[config.mk]
export PLATFORM = sky130hd
export DESIGN_NAME = touch_affine_calibrate_unit
export DESIGN_NICKNAME = d
export VERILOG_FILES = /design/src/hw/rtl/tac_pkg.sv /design/src/hw/rtl/tac_front.sv /design/src/hw/rtl/tac_queue.sv /design/src/hw/rtl/tac_back.sv /design/src/hw/rtl/touch_affine_calibrate_unit.sv
export SDC_FILE = /design/constraint.sdc
export NUM_CORES = 2
export LEC_CHECK = 0
export BUFFER_PORTS_ARGS = -buffer_cell sky130_fd_sc_hd__buf_2
export CAP_MARGIN = 20
export CORE_ASPECT_RATIO = 0.7
export CORE_MARGIN = 2
export CORE_UTILIZATION = 35
export CTS_BUF_LIST = sky130_fd_sc_hd__clkbuf_4 sky130_fd_sc_hd__clkbuf_8
export DETAILED_ROUTE_END_ITERATION = 12
export GPL_ROUTABILITY_DRIVEN = 0
export GPL_TIMING_DRIVEN = 0
export HOLD_SLACK_MARGIN = 0.02
export PLACE_DENSITY = 0.49
export SYNTH_ARGS = -nofsm -noshare
export SYNTH_HDL_FRONTEND = slang
export SYNTH_HIERARCHICAL = 1
export SYNTH_SLANG_ARGS = --single-unit
[constraint.sdc]
create_clock -name clk -period 15.5 [get_ports clk]
set_input_delay 1.55 -clock clk [delete_from_list [all_inputs] [get_ports clk]]
set_output_delay 1.55 -clock clk [all_outputs]
set_load 0.01 [all_outputs]
[src/hw/rtl/tac_pkg.sv]
// Package for the touch affine calibration unit.
// Holds widths, register indexes, shared structs and the divider step function.
// No dependencies.
`timescale 1ns / 1ps

package tac_pkg;

  localparam int CfgIdxW    = 4;
  localparam int CfgDataW   = 32;
  localparam int CoefW      = 32;
  localparam int RawW       = 16;
  localparam int TimeW      = 32;
  localparam int GapW       = 16;
  localparam int CalW       = 16;
  localparam int ProdW      = CoefW + RawW + 1;
  localparam int SumW       = ProdW + 1;
  localparam int QueueDepth = 2;
  localparam int QueuePtrW  = 1;
  localparam int QueueCntW  = 2;
  localparam int MulSteps   = 4;
  localparam int MulCntW    = 3;
  localparam int DivBitsPerCycle = 2;
  localparam int DivCycles  = SumW / DivBitsPerCycle;
  localparam int DivCntW    = 5;

  localparam logic [GapW-1:0] PollGapReset = GapW'(100);

  typedef enum logic [CfgIdxW-1:0] {
    REG_COEF_A   = 4'd0,
    REG_COEF_B   = 4'd1,
    REG_COEF_C   = 4'd2,
    REG_COEF_D   = 4'd3,
    REG_COEF_E   = 4'd4,
    REG_COEF_F   = 4'd5,
    REG_DIVISOR  = 4'd6,
    REG_POLL_GAP = 4'd7
  } reg_idx_t;

  typedef struct packed {
    logic [RawW-1:0] raw_x;
    logic [RawW-1:0] raw_y;
  } sample_t;

  typedef struct packed {
    logic signed [CoefW-1:0] coef_a;
    logic signed [CoefW-1:0] coef_b;
    logic signed [CoefW-1:0] coef_c;
    logic signed [CoefW-1:0] coef_d;
    logic signed [CoefW-1:0] coef_e;
    logic signed [CoefW-1:0] coef_f;
    logic signed [CoefW-1:0] divisor;
  } coef_t;

  typedef struct packed {
    logic [CoefW-1:0] rem;
    logic [SumW-1:0]  num;
  } div_state_t;

  // One restoring division step: the dividend shifts out at the top while
  // quotient bits shift in at the bottom of the same register.
  function automatic div_state_t div_step(div_state_t s, logic [CoefW-1:0] den);
    logic [CoefW:0] trial;
    div_state_t     r;
    trial = {s.rem, s.num[SumW-1]};
    r.num = {s.num[SumW-2:0], 1'b0};
    if (trial >= {1'b0, den}) begin
      trial    = trial - {1'b0, den};
      r.num[0] = 1'b1;
    end
    r.rem = trial[CoefW-1:0];
    return r;
  endfunction

endpackage

[src/hw/rtl/tac_front.sv]
// Front end of the touch affine calibration unit.
// Accepts samples, checks the poll time and press flag, and queues passing items.
// Depends on tac_pkg.
`timescale 1ns / 1ps

module tac_front import tac_pkg::*; (
  input  logic             clk,
  input  logic             rst,
  input  logic             in_valid,
  output logic             in_ready,
  input  logic [TimeW-1:0] time_now,
  input  logic             pressed,
  input  logic [RawW-1:0]  raw_x,
  input  logic [RawW-1:0]  raw_y,
  input  logic [GapW-1:0]  poll_gap,
  output logic             push,
  output sample_t          push_data,
  input  logic             push_ready
);

  logic [TimeW-1:0] next_poll_time;
  logic             pass;
  logic             take;

  assign in_ready  = push_ready;
  assign take      = in_valid && in_ready;
  assign pass      = (next_poll_time < time_now) && pressed;
  assign push      = take && pass;
  assign push_data = '{raw_x: raw_x, raw_y: raw_y};

  always_ff @(posedge clk) begin
    if (rst) begin
      next_poll_time <= '0;
    end else if (push) begin
      next_poll_time <= time_now + {{(TimeW-GapW){1'b0}}, poll_gap};
    end
  end

`ifndef SYNTHESIS
  a_poll_update: assert property (@(posedge clk) disable iff (rst)
    push |=> next_poll_time == $past(time_now + {{(TimeW-GapW){1'b0}}, poll_gap}))
    else $error("next poll time not updated after a passing item");
`endif

endmodule

[src/hw/rtl/tac_queue.sv]
// Two-entry queue between the front end and the arithmetic back end.
// Depends on tac_pkg.
`timescale 1ns / 1ps

module tac_queue import tac_pkg::*; (
  input  logic    clk,
  input  logic    rst,
  input  logic    push,
  input  sample_t push_data,
  output logic    push_ready,
  output logic    pop_valid,
  input  logic    pop,
  output sample_t pop_data
);

  sample_t              mem [QueueDepth];
  logic [QueuePtrW-1:0] wr_ptr;
  logic [QueuePtrW-1:0] rd_ptr;
  logic [QueueCntW-1:0] count;

  assign push_ready = count != QueueCntW'(QueueDepth);
  assign pop_valid  = count != '0;
  assign pop_data   = mem[rd_ptr];

  always_ff @(posedge clk) begin
    if (push) begin
      mem[wr_ptr] <= push_data;
    end
  end

  always_ff @(posedge clk) begin
    if (rst) begin
      wr_ptr <= '0;
      rd_ptr <= '0;
      count  <= '0;
    end else begin
      if (push) begin
        wr_ptr <= wr_ptr + 1'b1;
      end
      if (pop) begin
        rd_ptr <= rd_ptr + 1'b1;
      end
      if (push && !pop) begin
        count <= count + 1'b1;
      end else if (pop && !push) begin
        count <= count - 1'b1;
      end
    end
  end

`ifndef SYNTHESIS
  a_no_overflow: assert property (@(posedge clk) disable iff (rst)
    push |-> count != QueueCntW'(QueueDepth))
    else $error("item pushed into a full queue");
  a_no_underflow: assert property (@(posedge clk) disable iff (rst)
    pop |-> count != '0)
    else $error("item popped from an empty queue");
`endif

endmodule

[src/hw/rtl/tac_back.sv]
// Arithmetic back end of the touch affine calibration unit.
// Forms both affine sums on a shared multiplier, divides them with two
// sequential signed dividers and holds the result in an output register.
// Depends on tac_pkg.
`timescale 1ns / 1ps

module tac_back import tac_pkg::*; (
  input  logic            clk,
  input  logic            rst,
  input  coef_t           coef,
  input  logic            pop_valid,
  output logic            pop,
  input  sample_t         pop_data,
  output logic            out_valid,
  input  logic            out_ready,
  output logic [CalW-1:0] cal_x,
  output logic [CalW-1:0] cal_y
);

  typedef enum logic [4:0] {
    S_IDLE = 5'b00001,
    S_MUL  = 5'b00010,
    S_PREP = 5'b00100,
    S_DIV  = 5'b01000,
    S_DONE = 5'b10000
  } state_t;

  state_t                 state;
  sample_t                sample;
  logic [MulCntW-1:0]     mstep;
  logic signed [ProdW-1:0] prod;
  logic signed [ProdW-1:0] prod_next;
  logic signed [CoefW-1:0] mul_a;
  logic signed [RawW:0]    mul_b;
  logic [SumW-1:0]        acc_x;
  logic [SumW-1:0]        acc_y;
  logic [SumW-1:0]        prod_ext;
  logic [CoefW-1:0]       den;
  logic                   neg_x;
  logic                   neg_y;
  div_state_t             div_x;
  div_state_t             div_y;
  div_state_t             div_x_next;
  div_state_t             div_y_next;
  logic [DivCntW-1:0]     dcnt;
  logic                   load_out;
  logic [CalW-1:0]        q_x;
  logic [CalW-1:0]        q_y;

  assign pop = pop_valid && (state == S_IDLE);

  always_comb begin
    case (mstep)
      3'd0: begin
        mul_a = coef.coef_a;
        mul_b = signed'({1'b0, sample.raw_x});
      end
      3'd1: begin
        mul_a = coef.coef_b;
        mul_b = signed'({1'b0, sample.raw_y});
      end
      3'd2: begin
        mul_a = coef.coef_d;
        mul_b = signed'({1'b0, sample.raw_x});
      end
      default: begin
        mul_a = coef.coef_e;
        mul_b = signed'({1'b0, sample.raw_y});
      end
    endcase
    prod_next = mul_a * mul_b;
  end

  assign prod_ext = {prod[ProdW-1], prod};

  always_comb begin
    div_x_next = div_x;
    div_y_next = div_y;
    for (int i = 0; i < DivBitsPerCycle; i++) begin
      div_x_next = div_step(div_x_next, den);
      div_y_next = div_step(div_y_next, den);
    end
  end

  assign load_out = (state == S_DONE) && (!out_valid || out_ready);
  assign q_x      = div_x.num[CalW-1:0];
  assign q_y      = div_y.num[CalW-1:0];

  always_ff @(posedge clk) begin
    if (rst) begin
      state <= S_IDLE;
      mstep <= '0;
      dcnt  <= '0;
    end else begin
      case (state)
        S_IDLE: begin
          if (pop_valid) begin
            mstep <= '0;
            state <= S_MUL;
          end
        end
        S_MUL: begin
          mstep <= mstep + 1'b1;
          if (mstep == MulCntW'(MulSteps)) begin
            state <= S_PREP;
          end
        end
        S_PREP: begin
          dcnt  <= '0;
          state <= S_DIV;
        end
        S_DIV: begin
          dcnt <= dcnt + 1'b1;
          if (dcnt == DivCntW'(DivCycles - 1)) begin
            state <= S_DONE;
          end
        end
        S_DONE: begin
          if (load_out) begin
            state <= S_IDLE;
          end
        end
        default: begin
          state <= S_IDLE;
        end
      endcase
    end
  end

  always_ff @(posedge clk) begin
    case (state)
      S_IDLE: begin
        sample <= pop_data;
        acc_x  <= {{(SumW-CoefW){coef.coef_c[CoefW-1]}}, coef.coef_c};
        acc_y  <= {{(SumW-CoefW){coef.coef_f[CoefW-1]}}, coef.coef_f};
      end
      S_MUL: begin
        prod <= prod_next;
        if (mstep == 3'd1 || mstep == 3'd2) begin
          acc_x <= acc_x + prod_ext;
        end else if (mstep == 3'd3 || mstep == 3'd4) begin
          acc_y <= acc_y + prod_ext;
        end
      end
      S_PREP: begin
        div_x.rem <= '0;
        div_y.rem <= '0;
        div_x.num <= acc_x[SumW-1] ? -acc_x : acc_x;
        div_y.num <= acc_y[SumW-1] ? -acc_y : acc_y;
        neg_x     <= acc_x[SumW-1] ^ coef.divisor[CoefW-1];
        neg_y     <= acc_y[SumW-1] ^ coef.divisor[CoefW-1];
        den       <= coef.divisor[CoefW-1] ? -coef.divisor : coef.divisor;
      end
      S_DIV: begin
        div_x <= div_x_next;
        div_y <= div_y_next;
      end
      default: begin
      end
    endcase
  end

  always_ff @(posedge clk) begin
    if (rst) begin
      out_valid <= 1'b0;
    end else if (load_out) begin
      out_valid <= 1'b1;
    end else if (out_ready) begin
      out_valid <= 1'b0;
    end
  end

  always_ff @(posedge clk) begin
    if (load_out) begin
      cal_x <= neg_x ? -q_x : q_x;
      cal_y <= neg_y ? -q_y : q_y;
    end
  end

`ifndef SYNTHESIS
  a_den_nonzero: assert property (@(posedge clk) disable iff (rst)
    state == S_DIV |-> den != '0)
    else $error("divider running with a zero divisor");
  a_pop_only_idle: assert property (@(posedge clk) disable iff (rst)
    pop |=> state == S_MUL)
    else $error("back end did not start multiplying after taking an item");
`endif

endmodule

[src/hw/rtl/touch_affine_calibrate_unit.sv]
// Touch affine calibration unit: top level with the register file.
// Instantiates tac_front, tac_queue and tac_back; depends on tac_pkg.
//
// Usage:
//   Input channel (in_valid/in_ready) carries one touch sample per item:
//   time_now, pressed, raw_x, raw_y. An item passes when the stored next
//   poll time is below time_now and pressed is set; the next poll time then
//   becomes time_now + poll_gap. Items that do not pass are consumed and
//   give no result.
//   Output channel (out_valid/out_ready) carries cal_x and cal_y, the low
//   16 bits of (A*rx + B*ry + C)/div and (D*rx + E*ry + F)/div, truncated.
//   Configuration: cfg_we writes cfg_data into register cfg_index;
//   indexes past the list and zero divisor writes are ignored.
//   An accepted input passes through the queue, four shared multiplier
//   products with a trailing accumulate, a sign step, the divider at two
//   quotient bits per cycle and the output register. The back end takes a
//   new passing item only once the last result is in the output register;
//   failing items are dropped at the input and never enter the queue.
//   A two-entry queue keeps accepting while the result waits; when the
//   receiver stalls the result is held and input stalls once the queue fills.
//   Reset restores the register defaults and clears the next poll time.
`timescale 1ns / 1ps

module touch_affine_calibrate_unit import tac_pkg::*; (
  input  logic                clk,
  input  logic                rst,
  input  logic                in_valid,
  output logic                in_ready,
  input  logic [TimeW-1:0]    time_now,
  input  logic                pressed,
  input  logic [RawW-1:0]     raw_x,
  input  logic [RawW-1:0]     raw_y,
  output logic                out_valid,
  input  logic                out_ready,
  output logic [CalW-1:0]     cal_x,
  output logic [CalW-1:0]     cal_y,
  input  logic                cfg_we,
  input  logic [CfgIdxW-1:0]  cfg_index,
  input  logic [CfgDataW-1:0] cfg_data
);

  coef_t           coef;
  logic [GapW-1:0] poll_gap;
  logic            push;
  logic            push_ready;
  sample_t         push_data;
  logic            pop;
  logic            pop_valid;
  sample_t         pop_data;

  always_ff @(posedge clk) begin
    if (rst) begin
      coef.coef_a  <= CoefW'(1);
      coef.coef_b  <= '0;
      coef.coef_c  <= '0;
      coef.coef_d  <= CoefW'(1);
      coef.coef_e  <= '0;
      coef.coef_f  <= '0;
      coef.divisor <= CoefW'(1);
      poll_gap     <= PollGapReset;
    end else if (cfg_we) begin
      case (reg_idx_t'(cfg_index))
        REG_COEF_A: coef.coef_a <= cfg_data;
        REG_COEF_B: coef.coef_b <= cfg_data;
        REG_COEF_C: coef.coef_c <= cfg_data;
        REG_COEF_D: coef.coef_d <= cfg_data;
        REG_COEF_E: coef.coef_e <= cfg_data;
        REG_COEF_F: coef.coef_f <= cfg_data;
        REG_DIVISOR: begin
          if (cfg_data != '0) begin
            coef.divisor <= cfg_data;
          end
        end
        REG_POLL_GAP: poll_gap <= cfg_data[GapW-1:0];
        default: begin
        end
      endcase
    end
  end

  tac_front u_front (
    .clk        (clk),
    .rst        (rst),
    .in_valid   (in_valid),
    .in_ready   (in_ready),
    .time_now   (time_now),
    .pressed    (pressed),
    .raw_x      (raw_x),
    .raw_y      (raw_y),
    .poll_gap   (poll_gap),
    .push       (push),
    .push_data  (push_data),
    .push_ready (push_ready)
  );

  tac_queue u_queue (
    .clk        (clk),
    .rst        (rst),
    .push       (push),
    .push_data  (push_data),
    .push_ready (push_ready),
    .pop_valid  (pop_valid),
    .pop        (pop),
    .pop_data   (pop_data)
  );

  tac_back u_back (
    .clk       (clk),
    .rst       (rst),
    .coef      (coef),
    .pop_valid (pop_valid),
    .pop       (pop),
    .pop_data  (pop_data),
    .out_valid (out_valid),
    .out_ready (out_ready),
    .cal_x     (cal_x),
    .cal_y     (cal_y)
  );

endmodule

==> impl_results.md <==
- Status: completed
- Via/cell ratio: ~5.3
- Worst path required time: between 15 and 20 ns
- Synth top area cells: edfxtp_1 22%, fa_1 15%, dfxtp_1 9.0%
- Post-DRT Antenna Nets: 0
- Fin util: 38.8%
- Syn_area_per_cell: 8.99 sq um
- Die area: about 190000 sq um
- PnR worst setup slack: roughly 3.8 ns
- Buffers & Inverters on Critical Path: 8
- Yosys reg bits: between 700 and 800
- Crit path max-delay family: adder cells
- Pwr dens: roughly 110 nW/um^2
- Critical path startpoint category: register
- Final min period: ~12 ns
- Die Height: between 300 and 400 um
- Synth cell types: 104
- Max_cap viols: 0
- YS warnings: 6
- Worst R2R Setup Slack: between 3 and 4 ns
- Post-synth EDFFs: ~480
- Gr ovfl total: 0
- Io pins: 140
- Max VDD drop: about 0.091 mV
- Clock slew at reported path FFs: 0.06 ns
- H-tree level count: 4
- Tot GR Track Use: 23.7%
- Vias: between 50000 and 60000
- Final setup fails: 0
- Initial antenna violation count: 13
- Crit-path max FO: 10
- Drt first pass iters: 6
- Core Footprint: approximately 180000 sq um
- CTS Buffer Depth: 3
- Setup bufs post-CTS: 0
- Setup TNS: 0 ns
- P&R area growth vs syn: 10.2%
- Seq/Total Area, Yosys: about 30%
- Ys async rst share: 0%
- Layout cell share with drive strength beyond 1: between 7 and 8%
- CP max stage delay: between 0.9 and 1 ns
- CTS tree: built
- Post-layout net count: approximately 8500
- Skew final: roughly 0.052 ns
- Final Hold Viols: 0
- Fin. max-slew vios: 0
- Root Driver: clkbuf_8
- Largest net degree at the start of global routing: about 110
- # resized after CTS: 0
- Post-Syn Nets: about 8200
- CP Capture Type: register
- Wire per inst: ~23 um
- Clock Sink Count: approximately 770
- CP arrival: between 10 and 15 ns
- Dpl ws: roughly 3.8 ns
- Cell accounting for the most synthesized area: edfxtp_1
- Slew headroom: between 20% and 30%
- RSZ-0062 raised after global routing: false
- Top cell type's share of synthesized area: between 20% and 30%
- Core Rows: about 130
- Commonest non-fill, non-tap cell in the layout: nand2_1
- Vias in the first global route: 51600
- Fillers: roughly 19000
- Dpl hpwl: 182000 um
- Cts bufs inserted: approximately 140
- Die X: between 500 and 600 um
- Synth Flop Type: edfxtp_1
- Max Fclk: between 80 and 90 MHz
- Tot Pwr: about 0.008 W
- Initial Util: around a third
- Period utilization: 75.8%
- Hold buffers post-CTS: 0
- Critical setup path kind: register to register
- First-pass GRT wire length: approximately 340000 um
- P_leak: around 30 nW
- Mapped Area: 65100 sq um
- Min-Delay Path Class: register to register
- Residual DRC count: 0
- Worst-Margin Slew: around 1.1 ns
- Buffers on Ports: 75
- Crit path top cell by count: fa_1
- Crit path max-delay cell type: mux2i_2
- Cells after Synth: 7238
- Total wire length: between 200000 and 250000 um
- Starting DRT DRC Count: 5199
- Most frequent cells in the layout: 1203 x nand2_1, 735 x inv_1, 538 x a21oi_1
- Clock Latency Late Sink: 0.88 ns
-- area by class of cell --
| class | count | area (sq um) | area share, % |
|---|---|---|---|
| multi-input combinational | 5347 | 40400 | 56.3 |
| sequential | 766 | 20100 | 28.0 |
| tap | 2479 | 3100 | 4.32 |
| inverter | 739 | 2790 | 3.90 |
| clock buffer | 201 | 2470 | 3.44 |
| buffer | 386 | 1870 | 2.61 |
| timing repair buffer | 92 | 643 | 0.897 |
| clock inverter | 46 | 347 | 0.483 |
| antenna | 7 | 17.5 | 0.0244 |
-- metal layers --
layer	vias to the layer above	track usage, %	share of wire (%)
met1	26300	37.8	51
li1	24900	-	-
met4	4	4.95	1.7
met2	2074	32.1	38
met3	225	5.03	9.4
met5	-	0	0.0088
-- cells in the mapped netlist (11+ instances only) --
library cell / number
nor2_1: 523
o41ai_1: 20
mux2i_1: 110
a21o_1: 173
o21bai_1: 39
ha_1: 402
buf_2: 26
nand2b_1: 60
a21oi_1: 539
nand3_1: 72
buf_1: 11
xnor2_1: 230
o21ai_0: 396
dfxtp_1: 291
nand3b_1: 17
buf_6: 13
a31oi_1: 47
nor3_1: 61
and4_1: 40
or2b_2: 48
a21boi_0: 11
nand4_1: 73
or3_1: 35
and2_1: 21
nand2_1: 1203
mux2_1: 32
or4_1: 19
o21a_1: 44
a211oi_1: 33
buf_4: 53
nor2b_1: 43
o31ai_1: 75
mux2_2: 29
o211ai_1: 21
nor4_1: 12
xor2_1: 192
edfxtp_1: 475
inv_1: 737
a211o_1: 11
a211oi_2: 16
clkbuf_1: 269
and3_1: 33
fa_1: 496
-- worst paths after layout --
check / endpoint / startpoint / cells past startpoint
worst min register to register: coef[172] / coef[172] / 2
worst max register to register: u_back/prod[48] / u_back/mstep[0] / 31
worst max-delay path: u_back/prod[48] / u_back/mstep[0] / 31
worst min-delay path: coef[172] / coef[172] / 2
-- power by group --
part / internal [W] / leakage [nW] / switching (W) / total, W
Clock: 0.00108 / 1.48 / 0.000933 / 0.00201
Combinational: 0.00112 / 21.6 / 0.00217 / 0.00330
Sequential: 0.00254 / 6.82 / 0.000322 / 0.00286
-- tightest hold or removal path, cell delays in order (launching register included) --
cell     delay, ns
dfxtp_1       0.31
nand2_1       0.05
a21oi_1       0.05
-- flip-flops by register name (all words and copies together) (netlist names), 32 cells and up, named ones only --
signal                  count
coef                      224
u_back/div_x               82
u_back/div_y               82
u_queue/mem                64
u_back/acc_x               50
u_back/acc_y               50
u_back/prod                49
u_back/den                 32
u_back/sample              32
u_front/next_poll_time     32
-- stage by stage --
step / hold WS, ns / cell area, sq um / cells
floorplan: 0.431 / 65100 / 7238
global placement: 0.442 / 68600 / 9792
detailed placement: 0.447 / 68900 / 9805
CTS: 0.455 / 71700 / 10100
global route: 0.469 / 71700 / 10100
finish: 0.454 / 71700 / 10100
-- cell families (layout without fill, tap and decap cells) --
group,after synthesis,count (layout),synth area share (%)
AOI/OAI and AO/OA,1519,1519,14.3
and+or+nand+nor,2337,2337,16.3
adders and majority gates,898,898,23.0
DFF,766,766,30.9
xor gates and xnor gates,422,422,5.68
buffers and inverters,1125,1464,7.16
other,0,7,0
muxes,171,171,2.75
Power figures use the tool's default switching activity.
